--- src/hdl/i2r_pkg.sv ---
// ----------------------------------------------------------------------------
// i2r_pkg: shared types, constants and letter tables
// Widths, queue entry layout, state encodings and the per-digit letter
// functions used by the front, queue and back of the Roman numeral encoder.
// ----------------------------------------------------------------------------
package i2r_pkg;

    localparam int NUM_W         = 13;   // width of the binary input value
    localparam int DIG_W         = 4;    // one BCD digit
    localparam int NUM_DIGITS    = 4;    // thousands, hundreds, tens, units
    localparam int BCD_W         = NUM_DIGITS * DIG_W;
    localparam int MAX_VALUE_DEF = 5000;
    localparam int MAX_LETTERS   = 19;   // letters kept per number
    localparam int LCNT_W        = $clog2(MAX_LETTERS);
    localparam int QUEUE_DEPTH   = 2;
    localparam int LETTER_W      = 8;
    localparam int POS_W         = 3;    // position inside one digit group
    localparam int GRP_W         = $clog2(NUM_DIGITS);
    localparam int CFG_IDX_W     = 2;
    localparam int CFG_DATA_W    = 8;

    // Register indexes of the configuration port
    localparam logic [CFG_IDX_W-1:0] REG_SUBTRACTIVE = 2'd0;
    localparam logic [CFG_IDX_W-1:0] REG_LOWER_CASE  = 2'd1;

    // Digit groups, most significant first
    localparam logic [GRP_W-1:0] GRP_THOUSANDS = 2'd0;
    localparam logic [GRP_W-1:0] GRP_HUNDREDS  = 2'd1;
    localparam logic [GRP_W-1:0] GRP_TENS      = 2'd2;
    localparam logic [GRP_W-1:0] GRP_UNITS     = 2'd3;

    // Upper-case ASCII letters and the case bit
    localparam logic [LETTER_W-1:0] CHAR_M   = 8'h4D;
    localparam logic [LETTER_W-1:0] CHAR_D   = 8'h44;
    localparam logic [LETTER_W-1:0] CHAR_C   = 8'h43;
    localparam logic [LETTER_W-1:0] CHAR_L   = 8'h4C;
    localparam logic [LETTER_W-1:0] CHAR_X   = 8'h58;
    localparam logic [LETTER_W-1:0] CHAR_V   = 8'h56;
    localparam logic [LETTER_W-1:0] CHAR_I   = 8'h49;
    localparam logic [LETTER_W-1:0] CASE_BIT = 8'h20;

    // One request as it travels from front to back
    typedef struct packed {
        logic                                bad;
        logic                                subtractive;
        logic                                lower;
        logic [NUM_DIGITS-1:0][DIG_W-1:0]    digit;   // index 0 is thousands
    } item_t;

    typedef enum logic [1:0] {
        F_IDLE,
        F_CONV,
        F_PUSH
    } front_state_t;

    typedef enum logic {
        B_IDLE,
        B_RUN
    } back_state_t;

    // Number of letters one digit group produces
    function automatic logic [DIG_W-1:0] group_count(
        input logic [GRP_W-1:0] grp,
        input logic [DIG_W-1:0] d,
        input logic             sub
    );
        logic [DIG_W-1:0] r;
        if (grp == GRP_THOUSANDS) begin
            r = d;
        end else if (sub && (d == 4'd9 || d == 4'd4)) begin
            r = 4'd2;
        end else if (d >= 4'd5) begin
            r = d - 4'd4;
        end else begin
            r = d;
        end
        return r;
    endfunction

    // Upper-case letter at a given position of one digit group
    function automatic logic [LETTER_W-1:0] group_letter(
        input logic [GRP_W-1:0] grp,
        input logic [DIG_W-1:0] d,
        input logic             sub,
        input logic [POS_W-1:0] pos
    );
        logic [LETTER_W-1:0] one_c;
        logic [LETTER_W-1:0] five_c;
        logic [LETTER_W-1:0] ten_c;
        logic [LETTER_W-1:0] r;
        logic                first;
        case (grp)
            GRP_THOUSANDS:
            begin
                one_c = CHAR_M; five_c = CHAR_M; ten_c = CHAR_M;
            end
            GRP_HUNDREDS:
            begin
                one_c = CHAR_C; five_c = CHAR_D; ten_c = CHAR_M;
            end
            GRP_TENS:
            begin
                one_c = CHAR_X; five_c = CHAR_L; ten_c = CHAR_C;
            end
            default:
            begin
                one_c = CHAR_I; five_c = CHAR_V; ten_c = CHAR_X;
            end
        endcase
        first = (pos == '0);
        if (grp == GRP_THOUSANDS) begin
            r = one_c;
        end else if (sub && d == 4'd9) begin
            r = first ? one_c : ten_c;
        end else if (sub && d == 4'd4) begin
            r = first ? one_c : five_c;
        end else if (d >= 4'd5) begin
            r = first ? five_c : one_c;
        end else begin
            r = one_c;
        end
        return r;
    endfunction

endpackage

--- src/hdl/integer_to_roman_numeral.sv ---
// Order of events: conversion, queue hand-off, then the letters, with empty
//   digit groups skipped; an out-of-range value skips conversion and gives
//   its single error result.
// Throughput: one letter a cycle while the sequencer walks a nonempty digit
//   group; empty groups and the step between numbers give none; no stalls out.
// Reset (rst_n low) empties the queue, idles both halves, clears both registers.
// ----------------------------------------------------------------------------
// integer_to_roman_numeral: binary to Roman numeral letter stream
// Front converts and checks each value, a two-entry queue decouples it from
// the back, which emits one ASCII letter per strobe (a zero for an error).
// ----------------------------------------------------------------------------
module integer_to_roman_numeral #(
    parameter int unsigned MAX_VALUE = i2r_pkg::MAX_VALUE_DEF
) (
    input  logic                                clk,
    input  logic                                rst_n,
    input  logic                                start,
    output logic                                busy,
    input  logic [i2r_pkg::NUM_W-1:0]           number_in,
    output logic                                strobe,
    output logic [i2r_pkg::LETTER_W-1:0]        letter,
    output logic                                last_letter,
    output logic                                bad_value,
    input  logic                                cfg_valid,
    output logic                                cfg_ready,
    input  logic [i2r_pkg::CFG_IDX_W-1:0]       cfg_index,
    input  logic [i2r_pkg::CFG_DATA_W-1:0]      cfg_data
);

    logic           subtractive_form_reg, subtractive_form_next;
    logic           lower_case_reg, lower_case_next;
    logic           q_full;
    logic           q_empty;
    logic           q_push;
    logic           q_pop;
    i2r_pkg::item_t push_item;
    i2r_pkg::item_t head_item;

    assign cfg_ready = 1'b1;

    // Decode register writes, keep bit 0 only
    always_comb
    begin
        subtractive_form_next = subtractive_form_reg;
        lower_case_next       = lower_case_reg;
        if (cfg_valid) begin
            case (cfg_index)
                i2r_pkg::REG_SUBTRACTIVE: subtractive_form_next = cfg_data[0];
                i2r_pkg::REG_LOWER_CASE:  lower_case_next       = cfg_data[0];
                default:                  ;
            endcase
        end
    end

    always_ff @(posedge clk or negedge rst_n)
    begin
        if (!rst_n) begin
            subtractive_form_reg <= 1'b0;
            lower_case_reg       <= 1'b0;
        end else begin
            subtractive_form_reg <= subtractive_form_next;
            lower_case_reg       <= lower_case_next;
        end
    end

    i2r_front #(
        .MAX_VALUE        (MAX_VALUE)
    ) u_front (
        .clk              (clk),
        .rst_n            (rst_n),
        .start            (start),
        .number_in        (number_in),
        .subtractive_form (subtractive_form_reg),
        .lower_case       (lower_case_reg),
        .busy             (busy),
        .q_full           (q_full),
        .q_push           (q_push),
        .q_item           (push_item)
    );

    i2r_queue u_queue (
        .clk              (clk),
        .rst_n            (rst_n),
        .push             (q_push),
        .push_item        (push_item),
        .full             (q_full),
        .pop              (q_pop),
        .empty            (q_empty),
        .head_item        (head_item)
    );

    i2r_back u_back (
        .clk              (clk),
        .rst_n            (rst_n),
        .q_empty          (q_empty),
        .q_head           (head_item),
        .q_pop            (q_pop),
        .strobe           (strobe),
        .letter           (letter),
        .last_letter      (last_letter),
        .bad_value        (bad_value)
    );

endmodule

--- src/hdl/i2r_front.sv ---
// ----------------------------------------------------------------------------
// i2r_front: request intake and decimal conversion
// Takes one value, flags it when out of range, else converts it to four BCD
// digits by shift-and-add-3 (one bit a cycle) and pushes it to the queue.
// ----------------------------------------------------------------------------
module i2r_front #(
    parameter int unsigned MAX_VALUE = i2r_pkg::MAX_VALUE_DEF
) (
    input  logic                        clk,
    input  logic                        rst_n,
    input  logic                        start,
    input  logic [i2r_pkg::NUM_W-1:0]   number_in,
    input  logic                        subtractive_form,
    input  logic                        lower_case,
    output logic                        busy,
    input  logic                        q_full,
    output logic                        q_push,
    output i2r_pkg::item_t              q_item
);

    localparam int NW    = i2r_pkg::NUM_W;
    localparam int BW    = i2r_pkg::BCD_W;
    localparam int DW    = i2r_pkg::DIG_W;
    localparam int CNT_W = $clog2(NW);
    localparam logic [NW-1:0]    MAX_N    = NW'(MAX_VALUE);
    localparam logic [CNT_W-1:0] LAST_BIT = CNT_W'(NW - 1);

    i2r_pkg::front_state_t state_reg, state_next;
    logic [BW+NW-1:0]      shift_reg, shift_next;
    logic [CNT_W-1:0]      bit_cnt_reg, bit_cnt_next;
    logic                  bad_reg, bad_next;
    logic                  sub_reg, sub_next;
    logic                  low_reg, low_next;
    logic                  accept;
    logic                  in_bad;
    logic [BW-1:0]         adjusted;
    logic [BW+NW-1:0]      stepped;

    assign accept = start && (state_reg == i2r_pkg::F_IDLE);
    assign in_bad = (number_in == '0) || (number_in > MAX_N);

    // Add 3 to every digit of 5 or more, then shift in the next bit
    always_comb
    begin
        for (int k = 0; k < i2r_pkg::NUM_DIGITS; k++)
        begin
            if (shift_reg[NW + DW*k +: DW] >= 4'd5) begin
                adjusted[DW*k +: DW] = shift_reg[NW + DW*k +: DW] + 4'd3;
            end else begin
                adjusted[DW*k +: DW] = shift_reg[NW + DW*k +: DW];
            end
        end
        stepped = {adjusted, shift_reg[NW-1:0]} << 1;
    end

    // Next state
    always_comb
    begin
        state_next = state_reg;
        case (state_reg)
            i2r_pkg::F_IDLE:
            begin
                if (start) begin
                    state_next = in_bad ? i2r_pkg::F_PUSH : i2r_pkg::F_CONV;
                end
            end
            i2r_pkg::F_CONV:
            begin
                if (bit_cnt_reg == LAST_BIT) begin
                    state_next = i2r_pkg::F_PUSH;
                end
            end
            i2r_pkg::F_PUSH:
            begin
                if (!q_full) begin
                    state_next = i2r_pkg::F_IDLE;
                end
            end
            default:
            begin
                state_next = i2r_pkg::F_IDLE;
            end
        endcase
    end

    // Datapath and outputs
    always_comb
    begin
        shift_next   = shift_reg;
        bit_cnt_next = bit_cnt_reg;
        bad_next     = bad_reg;
        sub_next     = sub_reg;
        low_next     = low_reg;
        if (accept) begin
            shift_next   = in_bad ? '0 : {{BW{1'b0}}, number_in};
            bit_cnt_next = '0;
            bad_next     = in_bad;
            sub_next     = subtractive_form;
            low_next     = lower_case;
        end else if (state_reg == i2r_pkg::F_CONV) begin
            shift_next   = stepped;
            bit_cnt_next = bit_cnt_reg + 1'b1;
        end
        busy                = (state_reg != i2r_pkg::F_IDLE);
        q_push              = (state_reg == i2r_pkg::F_PUSH) && !q_full;
        q_item.bad          = bad_reg;
        q_item.subtractive  = sub_reg;
        q_item.lower        = low_reg;
        q_item.digit[0]     = shift_reg[NW + 3*DW +: DW];
        q_item.digit[1]     = shift_reg[NW + 2*DW +: DW];
        q_item.digit[2]     = shift_reg[NW + DW +: DW];
        q_item.digit[3]     = shift_reg[NW +: DW];
    end

    // Hold control state
    always_ff @(posedge clk or negedge rst_n)
    begin
        if (!rst_n) begin
            state_reg <= i2r_pkg::F_IDLE;
        end else begin
            state_reg <= state_next;
        end
    end

    // Hold conversion payload
    always_ff @(posedge clk)
    begin
        shift_reg   <= shift_next;
        bit_cnt_reg <= bit_cnt_next;
        bad_reg     <= bad_next;
        sub_reg     <= sub_next;
        low_reg     <= low_next;
    end

    // A taken request always makes the front busy on the next cycle
    a_accept_busy: assert property (@(posedge clk) disable iff (!rst_n)
        start && !busy |=> busy)
        else $error("front not busy after taking a request");

    // Rejected values never enter the conversion loop
    a_bad_skips_conv: assert property (@(posedge clk) disable iff (!rst_n)
        (state_reg == i2r_pkg::F_CONV) |-> !bad_reg)
        else $error("rejected value under conversion");

    // A push frees the front for the next request
    a_push_frees: assert property (@(posedge clk) disable iff (!rst_n)
        q_push |=> !busy)
        else $error("front still busy after pushing a request");

endmodule

--- src/hdl/i2r_queue.sv ---
// ----------------------------------------------------------------------------
// i2r_queue: short request queue between front and back
// A small circular buffer of converted requests so that conversion of the
// next value overlaps letter output of the current one.
// ----------------------------------------------------------------------------
module i2r_queue (
    input  logic            clk,
    input  logic            rst_n,
    input  logic            push,
    input  i2r_pkg::item_t  push_item,
    output logic            full,
    input  logic            pop,
    output logic            empty,
    output i2r_pkg::item_t  head_item
);

    localparam int DEPTH = i2r_pkg::QUEUE_DEPTH;
    localparam int PTR_W = (DEPTH > 1) ? $clog2(DEPTH) : 1;
    localparam int CNT_W = $clog2(DEPTH + 1);
    localparam logic [PTR_W-1:0] PTR_LAST = PTR_W'(DEPTH - 1);
    localparam logic [CNT_W-1:0] CNT_FULL = CNT_W'(DEPTH);

    i2r_pkg::item_t   mem_reg [DEPTH];
    logic [PTR_W-1:0] wr_ptr_reg, wr_ptr_next;
    logic [PTR_W-1:0] rd_ptr_reg, rd_ptr_next;
    logic [CNT_W-1:0] count_reg, count_next;

    assign full      = (count_reg == CNT_FULL);
    assign empty     = (count_reg == '0);
    assign head_item = mem_reg[rd_ptr_reg];

    // Advance pointers and occupancy
    always_comb
    begin
        wr_ptr_next = wr_ptr_reg;
        rd_ptr_next = rd_ptr_reg;
        count_next  = count_reg;
        if (push) begin
            wr_ptr_next = (wr_ptr_reg == PTR_LAST) ? '0 : wr_ptr_reg + 1'b1;
        end
        if (pop) begin
            rd_ptr_next = (rd_ptr_reg == PTR_LAST) ? '0 : rd_ptr_reg + 1'b1;
        end
        if (push && !pop) begin
            count_next = count_reg + 1'b1;
        end else if (pop && !push) begin
            count_next = count_reg - 1'b1;
        end
    end

    always_ff @(posedge clk or negedge rst_n)
    begin
        if (!rst_n) begin
            wr_ptr_reg <= '0;
            rd_ptr_reg <= '0;
            count_reg  <= '0;
        end else begin
            wr_ptr_reg <= wr_ptr_next;
            rd_ptr_reg <= rd_ptr_next;
            count_reg  <= count_next;
        end
    end

    // Store pushed requests
    always_ff @(posedge clk)
    begin
        if (push) begin
            mem_reg[wr_ptr_reg] <= push_item;
        end
    end

    a_no_overflow: assert property (@(posedge clk) disable iff (!rst_n)
        push |-> !full || pop)
        else $error("push into full queue");

    a_no_underflow: assert property (@(posedge clk) disable iff (!rst_n)
        pop |-> !empty)
        else $error("pop from empty queue");

    a_count_bound: assert property (@(posedge clk) disable iff (!rst_n)
        count_reg <= CNT_FULL)
        else $error("queue occupancy beyond depth");

endmodule

--- src/hdl/i2r_back.sv ---
// ----------------------------------------------------------------------------
// i2r_back: letter sequencer
// Walks the digit groups of one request, issues one numeral letter a cycle
// in nonempty groups and marks the last; rejects give a single error result.
// ----------------------------------------------------------------------------
module i2r_back (
    input  logic                            clk,
    input  logic                            rst_n,
    input  logic                            q_empty,
    input  i2r_pkg::item_t                  q_head,
    output logic                            q_pop,
    output logic                            strobe,
    output logic [i2r_pkg::LETTER_W-1:0]    letter,
    output logic                            last_letter,
    output logic                            bad_value
);

    localparam int GW = i2r_pkg::GRP_W;
    localparam int PW = i2r_pkg::POS_W;
    localparam int LW = i2r_pkg::LCNT_W;
    localparam logic [LW-1:0] LCNT_CAP = LW'(i2r_pkg::MAX_LETTERS - 1);

    i2r_pkg::back_state_t           state_reg, state_next;
    i2r_pkg::item_t                 item_reg, item_next;
    logic [GW-1:0]                  grp_reg, grp_next;
    logic [PW-1:0]                  pos_reg, pos_next;
    logic [LW-1:0]                  lcnt_reg, lcnt_next;
    logic                           strobe_reg, strobe_next;
    logic [i2r_pkg::LETTER_W-1:0]   letter_reg, letter_next;
    logic                           last_reg, last_next;
    logic                           bad_reg, bad_next;

    logic [i2r_pkg::DIG_W-1:0]      cur_digit;
    logic [i2r_pkg::DIG_W-1:0]      grp_cnt;
    logic                           rest_zero;
    logic                           grp_end;
    logic                           is_last;
    logic                           emit;
    logic                           done;
    logic [i2r_pkg::LETTER_W-1:0]   cur_letter;

    // Decode the current group and position
    always_comb
    begin
        cur_digit = item_reg.digit[grp_reg];
        grp_cnt   = i2r_pkg::group_count(grp_reg, cur_digit, item_reg.subtractive);
        rest_zero = 1'b1;
        for (int k = 0; k < i2r_pkg::NUM_DIGITS; k++)
        begin
            if ((GW'(k) > grp_reg) && (item_reg.digit[k] != '0)) begin
                rest_zero = 1'b0;
            end
        end
        grp_end    = ({1'b0, pos_reg} == grp_cnt - 1'b1);
        is_last    = (grp_end && rest_zero) || (lcnt_reg == LCNT_CAP);
        cur_letter = i2r_pkg::group_letter(grp_reg, cur_digit,
                                           item_reg.subtractive, pos_reg)
                     | (item_reg.lower ? i2r_pkg::CASE_BIT : '0);
        emit       = (state_reg == i2r_pkg::B_RUN) && (item_reg.bad || grp_cnt != '0);
        done       = (state_reg == i2r_pkg::B_RUN) &&
                     (item_reg.bad || (grp_cnt != '0 && is_last) ||
                      (grp_cnt == '0 && grp_reg == i2r_pkg::GRP_UNITS));
    end

    // Next state
    always_comb
    begin
        state_next = state_reg;
        case (state_reg)
            i2r_pkg::B_IDLE:
            begin
                if (!q_empty) begin
                    state_next = i2r_pkg::B_RUN;
                end
            end
            i2r_pkg::B_RUN:
            begin
                if (done) begin
                    state_next = i2r_pkg::B_IDLE;
                end
            end
            default:
            begin
                state_next = i2r_pkg::B_IDLE;
            end
        endcase
    end

    // Counters, queue pop and result register
    always_comb
    begin
        q_pop       = (state_reg == i2r_pkg::B_IDLE) && !q_empty;
        item_next   = item_reg;
        grp_next    = grp_reg;
        pos_next    = pos_reg;
        lcnt_next   = lcnt_reg;
        if (q_pop) begin
            item_next = q_head;
            grp_next  = '0;
            pos_next  = '0;
            lcnt_next = '0;
        end else if (state_reg == i2r_pkg::B_RUN) begin
            if (grp_cnt == '0) begin
                grp_next = grp_reg + 1'b1;
                pos_next = '0;
            end else if (grp_end) begin
                grp_next  = grp_reg + 1'b1;
                pos_next  = '0;
                lcnt_next = lcnt_reg + 1'b1;
            end else begin
                pos_next  = pos_reg + 1'b1;
                lcnt_next = lcnt_reg + 1'b1;
            end
        end
        strobe_next = emit;
        letter_next = item_reg.bad ? '0 : cur_letter;
        last_next   = item_reg.bad || is_last;
        bad_next    = item_reg.bad;
    end

    assign strobe      = strobe_reg;
    assign letter      = letter_reg;
    assign last_letter = last_reg;
    assign bad_value   = bad_reg;

    always_ff @(posedge clk or negedge rst_n)
    begin
        if (!rst_n) begin
            state_reg  <= i2r_pkg::B_IDLE;
            strobe_reg <= 1'b0;
        end else begin
            state_reg  <= state_next;
            strobe_reg <= strobe_next;
        end
    end

    always_ff @(posedge clk)
    begin
        item_reg   <= item_next;
        grp_reg    <= grp_next;
        pos_reg    <= pos_next;
        lcnt_reg   <= lcnt_next;
        letter_reg <= letter_next;
        last_reg   <= last_next;
        bad_reg    <= bad_next;
    end

    // An error result is a single, final, zero letter
    a_bad_result: assert property (@(posedge clk) disable iff (!rst_n)
        strobe && bad_value |-> last_letter && (letter == '0))
        else $error("malformed error result");

    // Letter count never runs past the cap
    a_letter_cap: assert property (@(posedge clk) disable iff (!rst_n)
        (state_reg == i2r_pkg::B_RUN) |-> (lcnt_reg <= LCNT_CAP))
        else $error("letter count beyond cap");

    // A final letter ends the request
    a_last_ends: assert property (@(posedge clk) disable iff (!rst_n)
        emit && last_next |=> (state_reg == i2r_pkg::B_IDLE))
        else $error("sequencer kept running after final letter");

endmodule

--- config.mk ---
export PLATFORM = sky130hd
export DESIGN_NAME = integer_to_roman_numeral
export DESIGN_NICKNAME = d
export VERILOG_FILES = /design/src/hdl/i2r_pkg.sv /design/src/hdl/integer_to_roman_numeral.sv /design/src/hdl/i2r_front.sv /design/src/hdl/i2r_queue.sv /design/src/hdl/i2r_back.sv
export SDC_FILE = /design/constraint.sdc
export NUM_CORES = 1
export LEC_CHECK = 0
export ABC_AREA = 1
export BUFFER_PORTS_ARGS = -buffer_cell sky130_fd_sc_hd__buf_2
export CAP_MARGIN = 20
export CELL_PAD_IN_SITES_DETAIL_PLACEMENT = 0
export CELL_PAD_IN_SITES_GLOBAL_PLACEMENT = 1
export CORE_ASPECT_RATIO = 0.7
export CORE_UTILIZATION = 35
export DETAILED_ROUTE_END_ITERATION = 8
export PLACE_DENSITY_LB_ADDON = 0.1
export SLEW_MARGIN = 5
export SYNTH_ARGS = -nofsm -noshare
export SYNTH_HDL_FRONTEND = slang
export SYNTH_SLANG_ARGS = --single-unit
export TNS_END_PERCENT = 30
--- constraint.sdc ---
create_clock -name clk -period 4.5 [get_ports clk]
set_input_delay 0.45 -clock clk [delete_from_list [all_inputs] [get_ports clk]]
set_output_delay 0.45 -clock clk [all_outputs]
set_load 0.02 [all_outputs]
==> results of run 1 <==
-- cell type report --
| class | instances | area [sq um] | share of cell area, % |
|---|---|---|---|
| timing repair buffer | 36 | 198 | 2.89 |
| sequential | 122 | 3380 | 49.5 |
| clock inverter | 11 | 144 | 2.10 |
| clock buffer | 21 | 460 | 6.73 |
| inverter | 86 | 325 | 4.76 |
| tap | 225 | 282 | 4.12 |
| multi-input combinational | 384 | 2050 | 29.9 |
-- final timing paths --
path,startpoint,cells past startpoint,endpoint
setup / recovery,u_back.grp_reg[0],16,u_back.grp_reg[1]
hold / removal,cfg_valid,2,subtractive_form_reg
setup reg to reg,u_back.grp_reg[0],16,u_back.grp_reg[1]
hold reg to reg,u_front.bad_reg,0,u_queue.mem_reg[0][18]
max in group asynchronous,rst_n,2,u_queue.wr_ptr_reg
min in group asynchronous,rst_n,2,u_queue.count_reg[1]
-- worst reg2reg max path: stages, from the launching register on --
cell and delay, ps:
dfxtp_1 440, buf_4 240, inv_2 180, ha_1 280, clkinv_1 340, nand3_4 230, inv_1 80, nor2_1 140
ha_1 180, xor2_1 200, nand3_1 110, nand2_2 80, nand2_2 80, o21bai_4 180, nand3_1 110, nand2_1 80
nor2_1 40
-- logic make-up (layout without fill, tap and decap cells) --
family / after synthesis / count (layout)
xor+xnor: 6 / 6
other cells: 2 / 2
flops: 122 / 122
compound gates: 93 / 93
fa+ha+maj: 23 / 23
simple gates: 260 / 260
buf+inv: 97 / 154
-- layer usage --
metal | up-vias | part of all wire, % | global-route usage (%)
met5 | - | 0 | 0
met4 | 0 | 1.3 | 5.88
met3 | 13 | 3.5 | 3.90
met2 | 56 | 42 | 22.2
met1 | 1858 | 53 | 20.9
li1 | 2078 | - | -
-- cells in the mapped netlist --
cell type,count
edfxtp_1,89
nor2_4,1
nand2_4,2
o21ai_0,48
conb_1,2
inv_1,77
nor4_1,4
clkinv_1,3
nand3_4,1
a221oi_1,2
nor3b_2,1
a31oi_1,6
clkbuf_1,6
nand2_1,150
nand3b_1,1
nor3_1,12
nand4_1,2
o2111ai_1,1
a211o_1,1
xnor2_1,1
nor3_4,1
dfxtp_1,23
nand3_2,6
a41oi_1,1
buf_6,3
inv_4,1
nand2_2,20
inv_2,5
xor2_1,5
dfrtp_1,10
nor2_2,3
a21oi_1,32
ha_1,23
o21bai_4,1
o211ai_1,1
nor2_1,36
buf_4,2
nand3_1,20
-- power by group --
group          internal (mW)  total, mW  switching, mW  leakage [nW]
combinational          0.650       1.98           1.33          1.54
sequential              1.83       2.15          0.315          1.16
clock                  0.899       1.39          0.489         0.297
-- through the flow --
step,area [sq um],utilization (%)
floorplan,5820,-
CTS,6840,42.0
global route,6840,42.0
global placement,6220,38.2
detailed placement,6220,38.2
finish,6840,42.0
==> metrics.txt, run 1 <==
status=finished, violations left; violated checks=design-rule violations; Avg Cell Area, Syn=just under 10 sq um; CP arrival=approximately 3400 ps; detailed router's first-iteration violation count=about 250; post-synthesis simple-gate area fraction=20.4%; YS warnings=0; Min Hold Slack=~240 ps; largest net degree at the start of global routing=28; Crit-path slowest cell=dfxtp_1; Ant. Diodes=0; remaining global-route overflow=0; Die Y=between 100 and 150 um; R2R setup slack=between 1000 and 1500 ps; routability cong.=0.798; post-synthesis adder-cell area fraction=under 10%; Crit Path Category=reg -> reg; Synth Area in XOR/XNOR=0.902%; CTS tree=done; Post-CTS Setup Bufs=0; Max Freq=between 300 and 400 MHz; first-pass GRT wire length=slightly below 20000 um; # fillers=between 1500 and 2000; Max-slew headroom=38.6%; pre-CTS setup slack=~1500 ps; Slew Viols, Final=0; Tmin final=~3000 ps; area of the core=approximately 16000 sq um; crit path cell chain=buf_4 -> inv_2 -> ha_1 -> clkinv_1 -> nand3_4 -> inv_1 -> nor2_1 -> ha_1 -> xor2_1 -> nand3_1 -> nand2_2 -> nand2_2 -> o21bai_4 -> nand3_1 -> nand2_1 -> nor2_1; commonest non-fill, non-tap cell in the layout=nand2_1; die width=about 160 um; Fin Setup TNS=0 ps; worst-skew pair later-pin latency=approximately 410 ps; initial antenna violation count=0; CP required=~4800 ps; Final #Nets=697; peak supply drop=279 uV; pwr dens=approximately 810 nW/um^2; IO Port Bufs=30; final wirelength=11600 um; critical path endpoint category=register; RSZ-0062 raised after global routing=false; drt first pass iters=6; antenna viol nets, final=0; Seq cells post-synth=122; max-cap violation count=0; DIE AREA=17200 sq um; Post-CTS Hold Buffers=1; Synth top area share=45.9%; max reg flops=38; Hold Crit Class=in -> reg; DRC violations left=2; Layout Area Growth over Synthesis=17.4%; Post-Syn Nets=between 600 and 700; total power=approximately 5.5 mW; H-tree lvl count=4; largest family of logic cells by synthesized area=simple AND/OR/NAND/NOR gates; routed len/inst=13.1 um; Buf/Inv on CP=4; Root Driver=clkbuf_16; Synth area leaders=edfxtp_1 46%, nand2_1 9.7%, dfxtp_1 7.9%; compound-cell area share of the yosys netlist=under 10%; most frequent cells in the layout=150 x nand2_1, 89 x edfxtp_1, 77 x inv_1; cts bufs inserted=17; Netlist cell types=38; max incr delay on CP=between 400 and 500 ps; layout cells sized above 1=between 10% and 20%; post-placement cell count=852; cell area after synthesis=a little under 6000 sq um; non-filler cells, final=885; clk buf depth=2; DPL Wire Length=~8100 um; post-synthesis sequential area ratio=roughly three fifths; Yosys top cell by area=edfxtp_1; Startpoint Class=register; Worst Max-Slew Pin Slew=919 ps; Clock Sinks=122; Leakage=between 2 and 3 nW; Fin. Hold Viols=0; final worst slack=about 1400 ps; clock skew=5.47 ps; Initial Util=a little over a third; vias in the first global route=around 3900; vias per cell=~4.5; clock slew at reported path FFs=approximately 50 ps; Syn Inst Count=between 600 and 700; Global Route Usage Sum=~15%; Final setup viols=0; fin crit share=~70%; proportion of synthesized area in mux cells=0%; Crit Path Max Fanout=12; post-cts sizing count=0; io pins=40; Top Family by Delay on Critical Path=simple AND/OR/NAND/NOR gates; FP Rows=39; vias=4005
Note: power is estimated with default switching activity, not from simulation.
==> run 2, diff against run 1 <==
==> constraint.sdc (replaced) <==
create_clock -name clk -period 3.01 [get_ports clk]
set_input_delay 0.301 -clock clk [delete_from_list [all_inputs] [get_ports clk]]
set_output_delay 0.301 -clock clk [all_outputs]
set_load 0.02 [all_outputs]
==> run 2 against run 1 <==
The flow now finishes without violations. Worst setup slack worse by 1100 ps. Clock skew grew 1.8 ps. Global-route usage rose by 0.11 points. Critical path depth up 5. Die area stayed put. Routed wire length is 0.35% lower. Count of clock-buffer cells in the layout up 4. Via count rose by 0.97%. Highest routed layer unchanged.
==> metrics.txt, run 2 (same netlist as run 1, synthesis figures left out) <==
Layout Area Growth over Synthesis=18.5%; cts bufs inserted=17; R2R setup slack=between 300 and 400 ps; peak supply drop=between 500 and 600 uV; CP required=around 3300 ps; Crit Path Max Fanout=10; r2r worst-path depth=21; vias in the first global route=between 3000 and 4000; post-cts sizing count=0; max reg flops=38; Hold Crit Start=cfg_valid; R2R Path End=u_back.state_reg; fin crit share=87.3%; first-pass GRT wire length=between 15000 and 20000 um; routability cong.=~0.8; DPL Wire Length=slightly above 8000 um; Startpoint Class=register; vias per cell=roughly 4.5; # fillers=1608; Clock Sinks=around 120; Post-CTS Setup Bufs=0; Die Y=~110 um; drt first pass iters=4; status=completed; vias=4044; Global Route Usage Sum=~15%; detailed router's first-iteration violation count=~200; crit path cell chain=inv_4 -> nand3_1 -> nand2_2 -> nand2_2 -> inv_2 -> nand2_2 -> nand2_4 -> nand3_4 -> inv_1 -> nor2_1 -> ha_1 -> xor2_1 -> nand3_1 -> nand2_2 -> nand2_2 -> inv_2 -> nand3_2 -> nand2_2 -> nand2_1 -> nand2_1 -> nand2_1; largest net degree at the start of global routing=25; initial antenna violation count=0; H-tree lvl count=4; Tmin final=between 2000 and 3000 ps; worst r2r src=u_back.grp_reg[1]; DIE AREA=approximately 17000 sq um; worst-skew pair later-pin latency=between 400 and 500 ps; DRC violations left=0; CTS tree=done; worst hold stages=2; Fin Setup TNS=0 ps; die width=between 150 and 200 um; post-placement cell count=roughly 860; Crit Path Category=reg -> reg; Final #Nets=702; Min Hold Slack=85.8 ps; Crit-path slowest cell=dfxtp_1; cell repeated most along the worst path=nand2_2; max-cap violation count=0; clk buf depth=2; FP Rows=39; clock slew at reported path FFs=roughly 60 ps; Post-CTS Hold Buffers=1; CP arrival=around 2900 ps; Fin. Hold Viols=0; critical path endpoint category=register; Hold Crit Class=in -> reg; IO Port Bufs=30; clock skew=between 7 and 8 ps; non-filler cells, final=890; Max Freq=between 300 and 400 MHz; remaining global-route overflow=0; total power=approximately 8.3 mW; Min-Delay Endpoint=subtractive_form_reg; Ant. Diodes=0; io pins=40; pwr dens=approximately 1200 nW/um^2; area of the core=between 15000 and 20000 sq um; layout cells sized above 1=around 17%; final wirelength=approximately 12000 um; Initial Util=a little over a third; RSZ-0062 raised after global routing=false; antenna viol nets, final=0; most frequent cells in the layout=150 x nand2_1, 89 x edfxtp_1, 77 x inv_1; Slew Viols, Final=0; Worst Max-Slew Pin Slew=a little over 500 ps; Final Util=a little over two fifths; max incr delay on CP=580 ps; routed len/inst=between 10 and 15 um; commonest non-fill, non-tap cell in the layout=nand2_1; Leakage=around 3 nW; Max-slew headroom=between 60 and 70%; Root Driver=clkbuf_16; Final setup viols=0
==> run 2: cell count changes in the layout (fill, tap and decap cells not counted), sizes merged <==
cell | before | now
buf | 35 | 40
clkbuf | 21 | 25
inv | 84 | 85
bufinv | 3 | 1
clkinv | 9 | 6
==> run 2: worst max-delay path, delay by kind of cell (launching register included) <==
kind / cells / cell delay [ps]
XOR/XNOR: 1 / 190
adder cells (fa/ha/maj): 1 / 190
buffers and inverters: 4 / 330
flip-flops: 1 / 580
AND/OR/NAND/NOR: 15 / 1200
==> run 2: where the power goes <==
group | leakage, nW | total (mW) | switching [mW] | internal (mW)
Sequential | 1.16 | 3.16 | 0.416 | 2.74
Clock | 0.300 | 2.06 | 0.733 | 1.33
Combinational | 1.57 | 3.08 | 2.05 | 1.03
==> run 2: how the worst max path moves through the flow <==
stage,end,cells after the start,from
after floorplan,u_queue.count_reg[1],7,u_queue.count_reg[0]
after global placement,u_back.state_reg,18,u_back.grp_reg[1]
after detailed placement,u_back.state_reg,18,u_back.grp_reg[1]
after CTS,u_back.state_reg,18,u_back.grp_reg[1]
after global routing,u_back.grp_reg[1],19,u_back.grp_reg[1]
final,u_back.state_reg,21,u_back.grp_reg[1]
==> run 2: layout make-up <==
| type | instances | area (sq um) | area share [%] |
|---|---|---|---|
| clock buffers | 25 | 539 | 7.82 |
| flip-flops and latches | 122 | 3380 | 49.0 |
| repair buffers | 41 | 248 | 3.59 |
| inverters | 86 | 325 | 4.72 |
| well taps | 225 | 282 | 4.08 |
| multi-input cells | 384 | 2050 | 29.7 |
| clock inverters | 7 | 73.8 | 1.07 |
==> run 2: through the flow <==
step / instance area [sq um] / setup slack [ps]
2_1_floorplan: 5830 / 599
3_3_place_gp: 6270 / 428
3_5_place_dp: 6270 / 389
6_report: 6900 / 382
5_1_grt: 6900 / 118
4_1_cts: 6900 / 367
==> run 2: routing by layer <==
metal | routed length [um] | global-route usage, % | share of wire (%)
met1 | 6200 | 21.4 | 54
met2 | 4820 | 21.8 | 42
met3 | 377 | 4.73 | 3.3
met4 | 122 | 4.62 | 1.1
met5 | 0 | 0 | 0
